**config.mk**
```make
export PLATFORM = sky130hd
export DESIGN_NAME = ansi_csi_sgr_color_parser_unit
export DESIGN_NICKNAME = d
export VERILOG_FILES = /design/src/rtl/core/acsp_pkg.sv /design/src/rtl/core/ansi_csi_sgr_color_parser_unit.sv /design/src/rtl/core/acsp_step.sv
export VERILOG_INCLUDE_DIRS = /design/src /design/src/rtl/core
export SDC_FILE = /design/constraint.sdc
export NUM_CORES = 1
export LEC_CHECK = 0
export BUFFER_PORTS_ARGS = -buffer_cell sky130_fd_sc_hd__buf_4
export CORE_ASPECT_RATIO = 0.75
export CORE_MARGIN = 3
export CORE_UTILIZATION = 42
export DETAILED_ROUTE_END_ITERATION = 16
export PLACE_DENSITY = 0.63
export SLEW_MARGIN = 30
export SYNTH_ARGS = -nofsm -noshare
export SYNTH_HDL_FRONTEND = slang
export SYNTH_SLANG_ARGS = --single-unit
```
**constraint.sdc**
```tcl
create_clock -name clk -period 3.4 [get_ports clk]
set_input_delay 0.68 -clock clk [delete_from_list [all_inputs] [get_ports clk]]
set_output_delay 0.68 -clock clk [all_outputs]
set_load 0.02 [all_outputs]
```
**src/rtl/core/ansi_csi_sgr_color_parser_unit_macros.svh**
```systemverilog
// Assertion helpers shared by the parser RTL.
// Every check is disabled while rst_n is low and is sampled on clk.
`ifndef ANSI_CSI_SGR_COLOR_PARSER_UNIT_MACROS_SVH
`define ANSI_CSI_SGR_COLOR_PARSER_UNIT_MACROS_SVH

// Same-cycle implication.
`define ACSP_ASSERT_NOW(lbl, ante, cons, msg) \
  lbl: assert property (@(posedge clk) disable iff (!rst_n) (ante) |-> (cons)) \
    else $error(msg);

// Next-cycle implication.
`define ACSP_ASSERT_NEXT(lbl, ante, cons, msg) \
  lbl: assert property (@(posedge clk) disable iff (!rst_n) (ante) |=> (cons)) \
    else $error(msg);

`endif

```
**src/rtl/core/acsp_pkg.sv**
```systemverilog
`timescale 1ns / 1ps
package acsp_pkg;

  // Width of the saturating sequence length counter.
  localparam int LENGTH_BITS = 8;

  localparam logic [LENGTH_BITS-1:0] LEN_MAX = {LENGTH_BITS{1'b1}};
  localparam logic [LENGTH_BITS-1:0] LEN_ONE = LENGTH_BITS'(1);

  // Byte codes.
  localparam logic [7:0] CH_ESC       = 8'h1b;
  localparam logic [7:0] CH_LBRACKET  = 8'h5b;
  localparam logic [7:0] CH_SEMICOLON = 8'h3b;
  localparam logic [7:0] CH_M         = 8'h6d;
  localparam logic [7:0] CH_DIGIT_MAX = 8'h39;
  localparam logic [7:0] PARAM_LO     = 8'h30;
  localparam logic [7:0] PARAM_HI     = 8'h3f;
  localparam logic [7:0] INTER_LO     = 8'h20;
  localparam logic [7:0] INTER_HI     = 8'h2f;
  localparam logic [7:0] FINAL_LO     = 8'h40;
  localparam logic [7:0] FINAL_HI     = 8'h7e;

  // SGR field values with special meaning.
  localparam logic [5:0] SGR_RESET    = 6'd0;
  localparam logic [5:0] SGR_DIM      = 6'd2;
  localparam logic [5:0] SGR_NORMAL   = 6'd22;
  localparam logic [5:0] SGR_FG_LO    = 6'd30;
  localparam logic [5:0] SGR_FG_RED   = 6'd31;
  localparam logic [5:0] SGR_FG_CYAN  = 6'd36;
  localparam logic [5:0] SGR_FG_HI    = 6'd37;
  localparam logic [5:0] SGR_EXT_FG   = 6'd38;
  localparam logic [5:0] SGR_DEF_FG   = 6'd39;
  localparam logic [5:0] SGR_EXT_BG   = 6'd48;
  localparam logic [5:0] SGR_EXT_UL   = 6'd58;
  localparam logic [5:0] FIELD_SAT    = 6'd63;

  // Colour word: bit 6 is the valid flag, bits 5:0 the code.
  localparam logic [6:0] COLOR_NONE   = 7'h00;
  localparam logic [6:0] COLOR_SEL0   = 7'h40;

  localparam logic [2:0] CLS_NONE     = 3'd0;
  localparam logic [2:0] CLS_GRAY     = 3'd7;

  typedef enum logic [1:0] {
    PH_IDLE  = 2'd0,
    PH_ESC   = 2'd1,
    PH_PARAM = 2'd2,
    PH_INTER = 2'd3
  } phase_t;

  typedef enum logic [1:0] {
    FM_EMPTY  = 2'd0,
    FM_DIGITS = 2'd1,
    FM_ENDED  = 2'd2,
    FM_BAD    = 2'd3
  } fmode_t;

  typedef struct packed {
    phase_t                 phase;
    logic [LENGTH_BITS-1:0] count;
    logic                   any_param;
    logic [5:0]             value;
    fmode_t                 mode;
    logic                   stopped;
    logic [6:0]             pending;
    logic [6:0]             last;
  } state_t;

  typedef struct packed {
    logic       seq_done;
    logic [7:0] final_byte;
    logic [7:0] seq_length;
    logic       color_valid;
    logic [5:0] color_code;
    logic [2:0] closed_span_class;
  } result_t;

  localparam state_t STATE_RESET = '{
    phase:     PH_IDLE,
    count:     '0,
    any_param: 1'b0,
    value:     '0,
    mode:      FM_EMPTY,
    stopped:   1'b0,
    pending:   COLOR_NONE,
    last:      COLOR_NONE
  };

endpackage

```
**src/rtl/core/ansi_csi_sgr_color_parser_unit.sv**
```systemverilog
`timescale 1ns / 1ps
// A byte accepted into the input stage moves on into the result register
// when that register is empty or being drained; its result beat is taken there.
// Throughput: one byte per clock; the input stage and the result register
// both advance whenever the result register is empty or being drained.
// Reset (rst_n low, synchronous): both stages empty, parser idle, no colour
// remembered. No clearing pass is needed; the block is ready at once.
`include "ansi_csi_sgr_color_parser_unit_macros.svh"
module ansi_csi_sgr_color_parser_unit import acsp_pkg::*; (
  input  logic       clk,
  input  logic       rst_n,
  input  logic       in_valid,
  output logic       in_ready,
  input  logic [7:0] in_byte,
  output logic       out_valid,
  input  logic       out_ready,
  output logic       out_seq_done,
  output logic [7:0] out_final_byte,
  output logic [7:0] out_seq_length,
  output logic       out_color_valid,
  output logic [5:0] out_color_code,
  output logic [2:0] out_closed_span_class
);

  // Input stage: holds one byte beat until the parser core can consume it.
  logic       s1_valid_r;
  logic [7:0] s1_byte_r;

  // Result register and the parser's architectural state.
  logic       out_valid_r;
  result_t    out_res_r;
  state_t     st_r;

  state_t     st_nxt;
  result_t    res_nxt;
  logic       adv;

  // The core advances when the result register is free or is being taken
  // this cycle. The input stage refills in the same cycle it empties, so a
  // continuous stream of beats flows without bubbles.
  assign adv      = !out_valid_r || out_ready;
  assign in_ready = !s1_valid_r || adv;

  // The whole per-byte parse is a short combinational step: phase decode,
  // one multiply-by-ten on a six-bit field value, and the SGR classifier.
  acsp_step u_step (
    .i_byte (s1_byte_r),
    .i_st   (st_r),
    .o_st   (st_nxt),
    .o_res  (res_nxt)
  );

  always_ff @(posedge clk) begin
    if (!rst_n) begin
      s1_valid_r  <= 1'b0;
      out_valid_r <= 1'b0;
      st_r        <= STATE_RESET;
    end else begin
      if (in_ready) begin
        s1_valid_r <= in_valid;
      end
      if (adv) begin
        out_valid_r <= s1_valid_r;
      end
      // State moves only when a byte really passes through the core.
      if (adv && s1_valid_r) begin
        st_r <= st_nxt;
      end
    end
  end

  // Payload registers carry no reset; their valid flags qualify them.
  always_ff @(posedge clk) begin
    if (in_valid && in_ready) begin
      s1_byte_r <= in_byte;
    end
    if (adv && s1_valid_r) begin
      out_res_r <= res_nxt;
    end
  end

  assign out_valid             = out_valid_r;
  assign out_seq_done          = out_res_r.seq_done;
  assign out_final_byte        = out_res_r.final_byte;
  assign out_seq_length        = out_res_r.seq_length;
  assign out_color_valid       = out_res_r.color_valid;
  assign out_color_code        = out_res_r.color_code;
  assign out_closed_span_class = out_res_r.closed_span_class;

  // A colour is only ever reported for a completed SGR sequence.
  `ACSP_ASSERT_NOW(a_color_needs_sgr, out_valid_r && out_res_r.color_valid,
    out_res_r.seq_done && out_res_r.final_byte == CH_M, "colour without SGR")

  // Without a completed sequence every other result field is zero.
  `ACSP_ASSERT_NOW(a_idle_result_zero, out_valid_r && !out_res_r.seq_done,
    out_res_r.final_byte == 8'h00 && out_res_r.seq_length == 8'h00 &&
    !out_res_r.color_valid && out_res_r.closed_span_class == CLS_NONE,
    "nonzero result without sequence")

  // A completed sequence holds at least ESC, bracket and final byte.
  `ACSP_ASSERT_NOW(a_min_length, out_valid_r && out_res_r.seq_done,
    out_res_r.seq_length >= 8'd3, "sequence too short")

  // Completing a sequence always returns the parser to idle.
  `ACSP_ASSERT_NEXT(a_done_goes_idle, adv && s1_valid_r && res_nxt.seq_done,
    st_r.phase == PH_IDLE, "parser not idle after final byte")

endmodule

```
**src/rtl/core/acsp_step.sv**
```systemverilog
`timescale 1ns / 1ps
// Parser state update and result for one byte.
module acsp_step import acsp_pkg::*; (
  input  logic [7:0] i_byte,
  input  state_t     i_st,
  output state_t     o_st,
  output result_t    o_res
);

  function automatic state_t clear_fields(input state_t s);
    state_t t;
    t = s;
    t.any_param = 1'b0;
    t.value     = '0;
    t.mode      = FM_EMPTY;
    t.stopped   = 1'b0;
    t.pending   = COLOR_NONE;
    return t;
  endfunction

  function automatic state_t close_field(input state_t s);
    state_t     t;
    logic [5:0] c;
    t = s;
    c = s.value;
    if (!s.stopped && (s.mode == FM_DIGITS || s.mode == FM_ENDED)) begin
      if (c == SGR_DEF_FG) begin
        t.pending = COLOR_SEL0;
      end else if (c == SGR_EXT_FG) begin
        t.pending = COLOR_SEL0;
        t.stopped = 1'b1;
      end else if (c == SGR_EXT_BG || c == SGR_EXT_UL) begin
        t.stopped = 1'b1;
      end else if (c == SGR_RESET || c == SGR_DIM || c == SGR_NORMAL ||
                   (c >= SGR_FG_LO && c <= SGR_FG_HI)) begin
        t.pending = {1'b1, c};
      end
    end
    t.value = '0;
    t.mode  = FM_EMPTY;
    return t;
  endfunction

  function automatic state_t param_byte(input state_t s, input logic [7:0] b);
    state_t     t;
    logic [9:0] v;
    t = s;
    t.any_param = 1'b1;
    v = ({4'b0, s.value} * 10'd10) + {6'b0, b[3:0]};
    if (b == CH_SEMICOLON) begin
      t = close_field(t);
    end else if (b <= CH_DIGIT_MAX) begin
      if (s.mode == FM_EMPTY || s.mode == FM_DIGITS) begin
        t.value = (v > {4'b0, FIELD_SAT}) ? FIELD_SAT : v[5:0];
        t.mode  = FM_DIGITS;
      end
    end else begin
      if (s.mode == FM_EMPTY) begin
        t.mode = FM_BAD;
      end else if (s.mode == FM_DIGITS) begin
        t.mode = FM_ENDED;
      end
    end
    return t;
  endfunction

  function automatic logic [2:0] span_class(input logic [6:0] lc);
    logic [5:0] d;
    d = lc[5:0] - SGR_FG_LO;
    if (!lc[6]) begin
      return CLS_NONE;
    end else if (lc[5:0] >= SGR_FG_RED && lc[5:0] <= SGR_FG_CYAN) begin
      return d[2:0];
    end else if (lc[5:0] == SGR_FG_HI || lc[5:0] == SGR_DIM) begin
      return CLS_GRAY;
    end
    return CLS_NONE;
  endfunction

  function automatic logic [7:0] sat_len(input logic [LENGTH_BITS-1:0] n);
    logic [LENGTH_BITS+7:0] e;
    e = {8'b0, n};
    return (e > (LENGTH_BITS+8)'(255)) ? 8'hff : e[7:0];
  endfunction

  logic       is_param;
  logic       is_inter;
  logic       is_final;
  logic [6:0] col;

  assign is_param = (i_byte >= PARAM_LO) && (i_byte <= PARAM_HI);
  assign is_inter = (i_byte >= INTER_LO) && (i_byte <= INTER_HI);
  assign is_final = (i_byte >= FINAL_LO) && (i_byte <= FINAL_HI);

  always_comb begin
    o_st  = i_st;
    o_res = '0;
    col   = COLOR_NONE;
    if (i_byte == CH_ESC) begin
      o_st       = clear_fields(i_st);
      o_st.phase = PH_ESC;
      o_st.count = LEN_ONE;
    end else if (i_st.phase != PH_IDLE) begin
      if (i_st.count != LEN_MAX) begin
        o_st.count = i_st.count + LEN_ONE;
      end
      priority if (i_byte == CH_LBRACKET) begin
        o_st.phase = (i_st.phase == PH_ESC) ? PH_PARAM : PH_IDLE;
      end else if (is_param) begin
        if (i_st.phase == PH_PARAM) begin
          o_st = param_byte(o_st, i_byte);
        end else begin
          o_st.phase = PH_IDLE;
        end
      end else if (is_inter) begin
        if (i_st.phase == PH_PARAM) begin
          o_st.phase = PH_INTER;
        end else if (i_st.phase != PH_INTER) begin
          o_st.phase = PH_IDLE;
        end
      end else if (is_final) begin
        if (i_st.phase == PH_PARAM || i_st.phase == PH_INTER) begin
          o_res.seq_done   = 1'b1;
          o_res.final_byte = i_byte;
          o_res.seq_length = sat_len(o_st.count);
          if (i_byte == CH_M) begin
            // A bare SGR with no parameters means a full reset.
            if (!i_st.any_param) begin
              col = COLOR_SEL0;
            end else begin
              o_st = close_field(o_st);
              col  = o_st.pending;
            end
            o_res.closed_span_class = span_class(i_st.last);
            if (col[6]) begin
              o_res.color_valid = 1'b1;
              o_res.color_code  = col[5:0];
              o_st.last         = col;
            end
          end
        end
        o_st.phase = PH_IDLE;
      end else begin
        o_st.phase = PH_IDLE;
      end
    end
  end

endmodule

```
# ---- Word-level counts from Yosys, hierarchy flattened
# Index checks and enable logic that the tools add are counted.
dict set report word_totals {
  regBits 71
  in_bits 12
  out_inout_bits 29
  elab_cells 185
}
dict set report op_classes {
  n_addsub 3
  n_mul 1
  n_lt_le_gt_ge 12
  n_eq_ne 33
  muxes 66
  bitwise_logic 11
  reduce_logical 42
}
# operator count
set ops {}
lappend ops {{$mux W24} 6}
lappend ops {{$mux W7} 15}
lappend ops {{$mux W34} 3}
lappend ops {{$mux W8} 9}
lappend ops {{$reduce_and A11 Y1} 3}
lappend ops {{$mux W32} 1}
lappend ops {{$eq A6 B6 Y1 const B} 5}
lappend ops {{$mux W27} 1}
lappend ops {{$le A8 B6 Y1 const B} 3}
lappend ops {{$mux W2} 9}
lappend ops {{$eq A8 B7 Y1 const B} 2}
lappend ops {{$ge A8 B6 Y1 const B} 2}
lappend ops {{$mux W15} 1}
lappend ops {{$mux W1} 14}
lappend ops {{$reduce_and A14 Y1} 1}
lappend ops {{$eq A6 B2 Y1 const B} 2}
lappend ops {{$ge A6 B5 Y1 const B} 2}
lappend ops {{$le A6 B6 Y1 const B} 2}
lappend ops {{$mux W3} 4}
lappend ops {{$mux W6} 2}
lappend ops {{$ne A3 B3 Y1 const B} 4}
lappend ops {{$ne A4 B4 Y1 const B} 3}
lappend ops {{$reduce_bool A3 Y1} 4}
lappend ops {{$not A1 Y1} 11}
lappend ops {{36 further kinds} 59}

# ---- Depth between registers and ports, before layout
dict set report depth {
  word_depth 30
  ltp_mapped 10
  depth_no_buf 10
}

# ---- Cells and area by module
# A second synthesis with hierarchy kept.
dict set report unflattened {
  cells_unflattened 476
  area_unflattened_um2 4449.3
}
# mod n_inst cells_per_inst area_each_um2 seq_area_each_um2
set modules_own_cells {}
lappend modules_own_cells {ansi_csi_sgr_color_parser_unit 1 192 2494.9 1771.7}
lappend modules_own_cells {acsp_step 1 284 1954.4 0.0}

# ---- Least setup slack after synthesis
# Ideal clock, no wire load.
dict set report synth_path {
  path_kind {register to register}
  start {register st_r[17] (netlist name)}
  end {register st_r[20] (netlist name)}
  setup_time_ns 0.115
  arrival_time_ns 2.465
  required_ns 3.285
  setup_slack_ns 0.821
  path_stages_with_launch 11
  path_buffers 0
  period_less_slack_ns 2.579
  cell_sequence {dfxtp_1 -> ha_1 -> ha_1 -> inv_1 -> fa_1 -> nand3b_1 -> or4_1 -> o21ai_0 -> nand3_1 -> nor2_1 -> o2bb2ai_2}
}
dict set report synth_between {
  elab_chain_len 12
}
# item line
set synth_lines {}
lappend synth_lines {{start: declaration} ansi_csi_sgr_color_parser_unit.sv:32} ;# state_t st_r;
lappend synth_lines {{start signal: assignment} ansi_csi_sgr_color_parser_unit.sv:67} ;# st_r <= st_nxt;
lappend synth_lines {{$mul A6 B3 Y9 (*)} acsp_step.sv:49} ;# v = ({4'b0, s.value} * 10'd10) + {6'b0, b[3:0]};
lappend synth_lines {{$add A10 B4 Y10 (*)} acsp_step.sv:49}
lappend synth_lines {{$gt A10 B6 Y1} acsp_step.sv:54} ;# t.value = (v > {4'b0, FIELD_SAT}) ? FIELD_SAT : v[5:0];
lappend synth_lines {{$mux W6 (*)} acsp_step.sv:54}
lappend synth_lines {{$mux W8 (*)} acsp_step.sv:53} ;# if (s.mode == FM_EMPTY || s.mode == FM_DIGITS) begin
lappend synth_lines {{$mux W6 (*)} acsp_step.sv:52} ;# end else if (b <= CH_DIGIT_MAX) begin
lappend synth_lines {{$mux W8 (*)} acsp_step.sv:50} ;# if (b == CH_SEMICOLON) begin
lappend synth_lines {{$mux W24 (*)} acsp_step.sv:110} ;# if (i_st.phase == PH_PARAM) begin
lappend synth_lines {{$mux W34 (*)} acsp_step.sv:109} ;# end else if (is_param) begin
lappend synth_lines {{$mux W32 (*)} acsp_step.sv:107} ;# priority if (i_byte == CH_LBRACKET) begin
lappend synth_lines {{$mux W34 (*)} acsp_step.sv:103} ;# end else if (i_st.phase != PH_IDLE) begin
lappend synth_lines {{$mux W34 (*)} acsp_step.sv:99} ;# if (i_byte == CH_ESC) begin
# Every way passes the cells marked *; elsewhere a longest branch is shown, timed or not. The select of a mux whose other input is x is not followed.
# A chain may end at the register's enable or synchronous reset.

# ---- Worst setup path in the final report
dict set report layout_path {
  start {register st_r[18] (netlist name)}
  end {register st_r[21] (netlist name)}
}
# The elaborated chain is that of the path after synthesis.

==> flow_metrics.py <==
metrics = {
    "die": {
        "die_y_um": 90.3,
        "die_x_um": 118,
        "ios": 41,
        "row_count": 30,
        "initial_core_util_pct": 43.6,
        "core_sq_mm": 0.00912,
        "die-area_sq_mm": 0.0107,
    },
    "synthesis": {
        "syn_avg_cell_area_sq_um": 9.47,
        "syn-instance-count": 420,
        "synth_area_sq_mm": 0.00398,
        "seq_area_frac_synth_pct": 44.5,
        "synth_edf_count": 35,
        "synth_nets": 448,
        "async_reset_ff_share_pct": 0,
        "synth_cell_types": 67,
        "synth-main-ff-cell": "dfxtp_1",
        "yosysWarnings": 0,
        "synth.ff_latch_count": 71,
    },
    "timing": {
        "slew_viol_final": 0,
        "setup_tns_ns": 0,
        "worst_pin_slew_ns": 0.753,
        "hold_viol_final": 0,
        "setup_viol": 0,
        "post-route-period-util_pct": 90.2,
        "max_freq_mhz": 326,
        "finClkSkew_ns": 0.00624,
        "rsz0062_at_grt": "no",
        "max-slew-margin-rel_pct": 48.5,
        "min_period_ns": 3.07,
    },
    "routing": {
        "vias_per_cell": 5.52,
        "finalWirelength_um": 8930,
        "drc_errors": 0,
        "wl_per_cell_um": 15.1,
        "first_pass_iters": 5,
        "ant_nets": 0,
        "vias": 3260,
        "drt-initial-drc-count": 313,
    },
    "worst_setup_path": {
        "rr_endpoint": "st_r[21]",
        "start_kind": "flip-flop",
        "worstSetupPathType": "reg2reg",
        "cp_max_fo": 11,
        "end_kind": "flip-flop",
        "startpoint": "st_r[18]",
        "r2r-start": "st_r[18]",
        "worstRegToRegCells": 10,
        "r2r_slack_ns": 0.33,
        "critical_path_arrival_ns": 3.29,
        "critPathRequiredTime_ns": 3.62,
        "crit_end": "st_r[21]",
    },
    "status": {
        "outcome": "complete, no violations",
    },
    "cells_and_area": {
        "multi_input_area_sq_mm": 0.00203,
        "drive_gt1_share_pct": 17.5,
        "instances_no_fill": 591,
        "areaGrowthSynthToFinish_pct": 18.5,
        "fin_nets": 486,
        "fillers": 871,
        "seq_area_sq_mm": 0.00177,
        "insertedDiodeCount": 0,
    },
    "grt": {
        "antenna_found_initial": 0,
        "grt_start_max_net_pins": 28,
        "grt_use_total_pct": 17.0,
        "grt-ovfl-total": 0,
        "grt_pass1_vias": 3019,
        "grt_pass1_wl_um": 15000,
    },
    "cts": {
        "post-cts-setup-buffers": 0,
        "cts.reportedPaths.clkPinSlew_ns": 0.06,
        "worstSkewPairLatency_ns": 0.33,
        "clock_path_buffers": 2,
        "cts_tree": "done",
        "clock-sinks": 71,
        "numCtsBuffers": 9,
        "postCtsHoldBufs": 0,
        "htree_num_levels": 3,
        "cts_root_buf": "clkbuf_16",
        "cts_resized": 0,
    },
    "placed_design": {
        "io_buffer_count": 40,
        "hpwlAfterDp_um": 6650,
        "gp_congestion": 0.900,
        "dp.cells": 575,
    },
    "power_and_ir_drop": {
        "leakagePower_nw": 1.73,
        "vdd_drop_max_uv": 425,
        "p_per_area_mw_per_mm2": 436,
    },
    "min_path": {
        "hold_class": "reg2reg",
    },
    "job": {
        "cap_violations": 0,
    },
}
-- power by group --
part / internal (mW) / total (mW) / switching [mW]
Combinational: 0.0370 / 0.0990 / 0.0619
Clock: 0.677 / 1.02 / 0.343
Sequential: 0.918 / 0.934 / 0.0154
-- Yosys cell counts, types with 2 or more instances --
library cell  instances  area [sq um]
o21ai_1               9          45.0
fa_1                  2          40.0
o22ai_1               5          31.3
a21oi_1              28           140
nand4_1               2          12.5
nor2b_1               5          31.3
mux2i_1               6          60.1
nor2_1               52           195
a31oi_1               7          43.8
or4_1                 4          30.0
o21ai_0              13          65.1
edfxtp_1             35          1050
and4b_1               2          20.0
nand4b_1              2          17.5
and3_1               10          62.6
a21o_1                4          30.0
nand2b_1             10          62.6
a31o_2                2          17.5
nand3b_1              6          45.0
o211ai_1              5          37.5
nand2_1              32           120
and2_1                7          43.8
nor3_1               10          50.1
o2bb2ai_2             6          90.1
ha_1                 14           175
dfxtp_1              36           721
buf_4                 2          15.0
nand3_2               2          20.0
xor2_1                5          43.8
xnor2_1               4          35.0
and4_1                2          17.5
or4_4                 2          22.5
o21a_1                2          15.0
a22oi_1               5          37.5
a221oi_1              2          17.5
buf_2                 2          10.0
inv_1                18          67.6
or3_1                 2          12.5
a211oi_1              5          37.5
or4b_1                2          20.0
buf_6                 3          33.8
clkbuf_1             11          41.3
nand3_1              11          55.1
o31ai_1               3          22.5
-- worst min path at each step --
stage / cells past startpoint / start / end / slack, ns
floorplan: 2 / st_r[10] / st_r[10] / 0.44
global placement: 2 / st_r[10] / st_r[10] / 0.45
detailed placement: 2 / st_r[10] / st_r[10] / 0.46
CTS: 2 / st_r[10] / st_r[10] / 0.47
global route: 2 / st_r[7] / st_r[7] / 0.51
finish: 2 / st_r[10] / st_r[10] / 0.47
-- state kept, by name, indices dropped and copies added, names as in the netlist --
name,cells
s1_valid_r,1
s1_byte_r,8
out_color_code,6
out_seq_length,8
out_color_valid,1
st_r,34
out_valid,1
out_final_byte,8
out_closed_span_class,3
out_seq_done,1
-- layout by cell type, fill, tap and decap left out, types with 3 or more instances in the layout --
master / instances
a31oi_1: 7
nand2b_1: 10
nand3_1: 11
o2bb2ai_2: 6
or4_1: 4
a21oi_1: 28
ha_1: 14
nor2b_1: 5
and2_1: 7
o21ai_0: 13
o31ai_1: 3
a211oi_1: 5
a22oi_1: 5
edfxtp_1: 35
xor2_1: 5
dfxtp_1: 36
nor3_1: 10
clkbuf_16: 11
mux2i_1: 6
buf_4: 45
nor2_1: 52
o21ai_1: 9
inv_1: 17
nand2_1: 32
nand3b_1: 6
a21o_1: 4
o211ai_1: 5
o22ai_1: 5
xnor2_1: 4
and3_1: 10
-- metrics by stage --
step | setup WS (ns) | area [sq um] | hold WS [ns] | total power [mW] | util, %
floorplan | 0.821 | 3980 | 0.435 | 1.01 | -
global placement | 0.537 | 4380 | 0.451 | 1.05 | 48.0
detailed placement | 0.334 | 4380 | 0.462 | 1.05 | 48.0
CTS | 0.321 | 4710 | 0.469 | 2.07 | 51.7
global route | 0.164 | 4710 | 0.513 | 2.11 | 51.7
finish | 0.334 | 4710 | 0.466 | 2.05 | 51.7
-- per-layer routing --
layer	global-route usage, %	wire length, um
met5	0	0
met4	4.24	100
met3	4.45	715
met2	24.2	3740
met1	25.8	4380
-- critical path, cell delays in order, from the launching register on --
cell,delay (ns)
dfxtp_1,0.54
ha_1,0.30
ha_1,0.21
inv_1,0.08
fa_1,0.43
nand3b_1,0.19
or4_1,0.49
o21ai_0,0.19
nand3_1,0.24
nor2_1,0.22
o2bb2ai_2,0.06
-- cell type report --
cell class,instances,share of cell area (%)
multi-input combinational,312,43.2
sequential,71,37.6
timing repair buffer,45,7.17
clock buffer,13,6.21
tap,128,3.40
inverter,19,1.51
clock inverter,3,0.929
-- cell families (layout without fill, tap and decap cells) --
| group | count (synthesis) | count (layout) | share of synthesized area, % |
|---|---|---|---|
| XOR/XNOR | 9 | 9 | 1.98 |
| flip-flops | 71 | 71 | 44.5 |
| other | 1 | 1 | 0.0943 |
| buffers and inverters | 37 | 80 | 4.31 |
| AO/OA/AOI/OAI | 108 | 108 | 19.1 |
| adder cells (fa/ha/maj) | 16 | 16 | 5.41 |
| AND/OR/NAND/NOR | 171 | 171 | 22.8 |
| multiplexers | 7 | 7 | 1.79 |
Note: power is estimated with default switching activity, not from simulation.
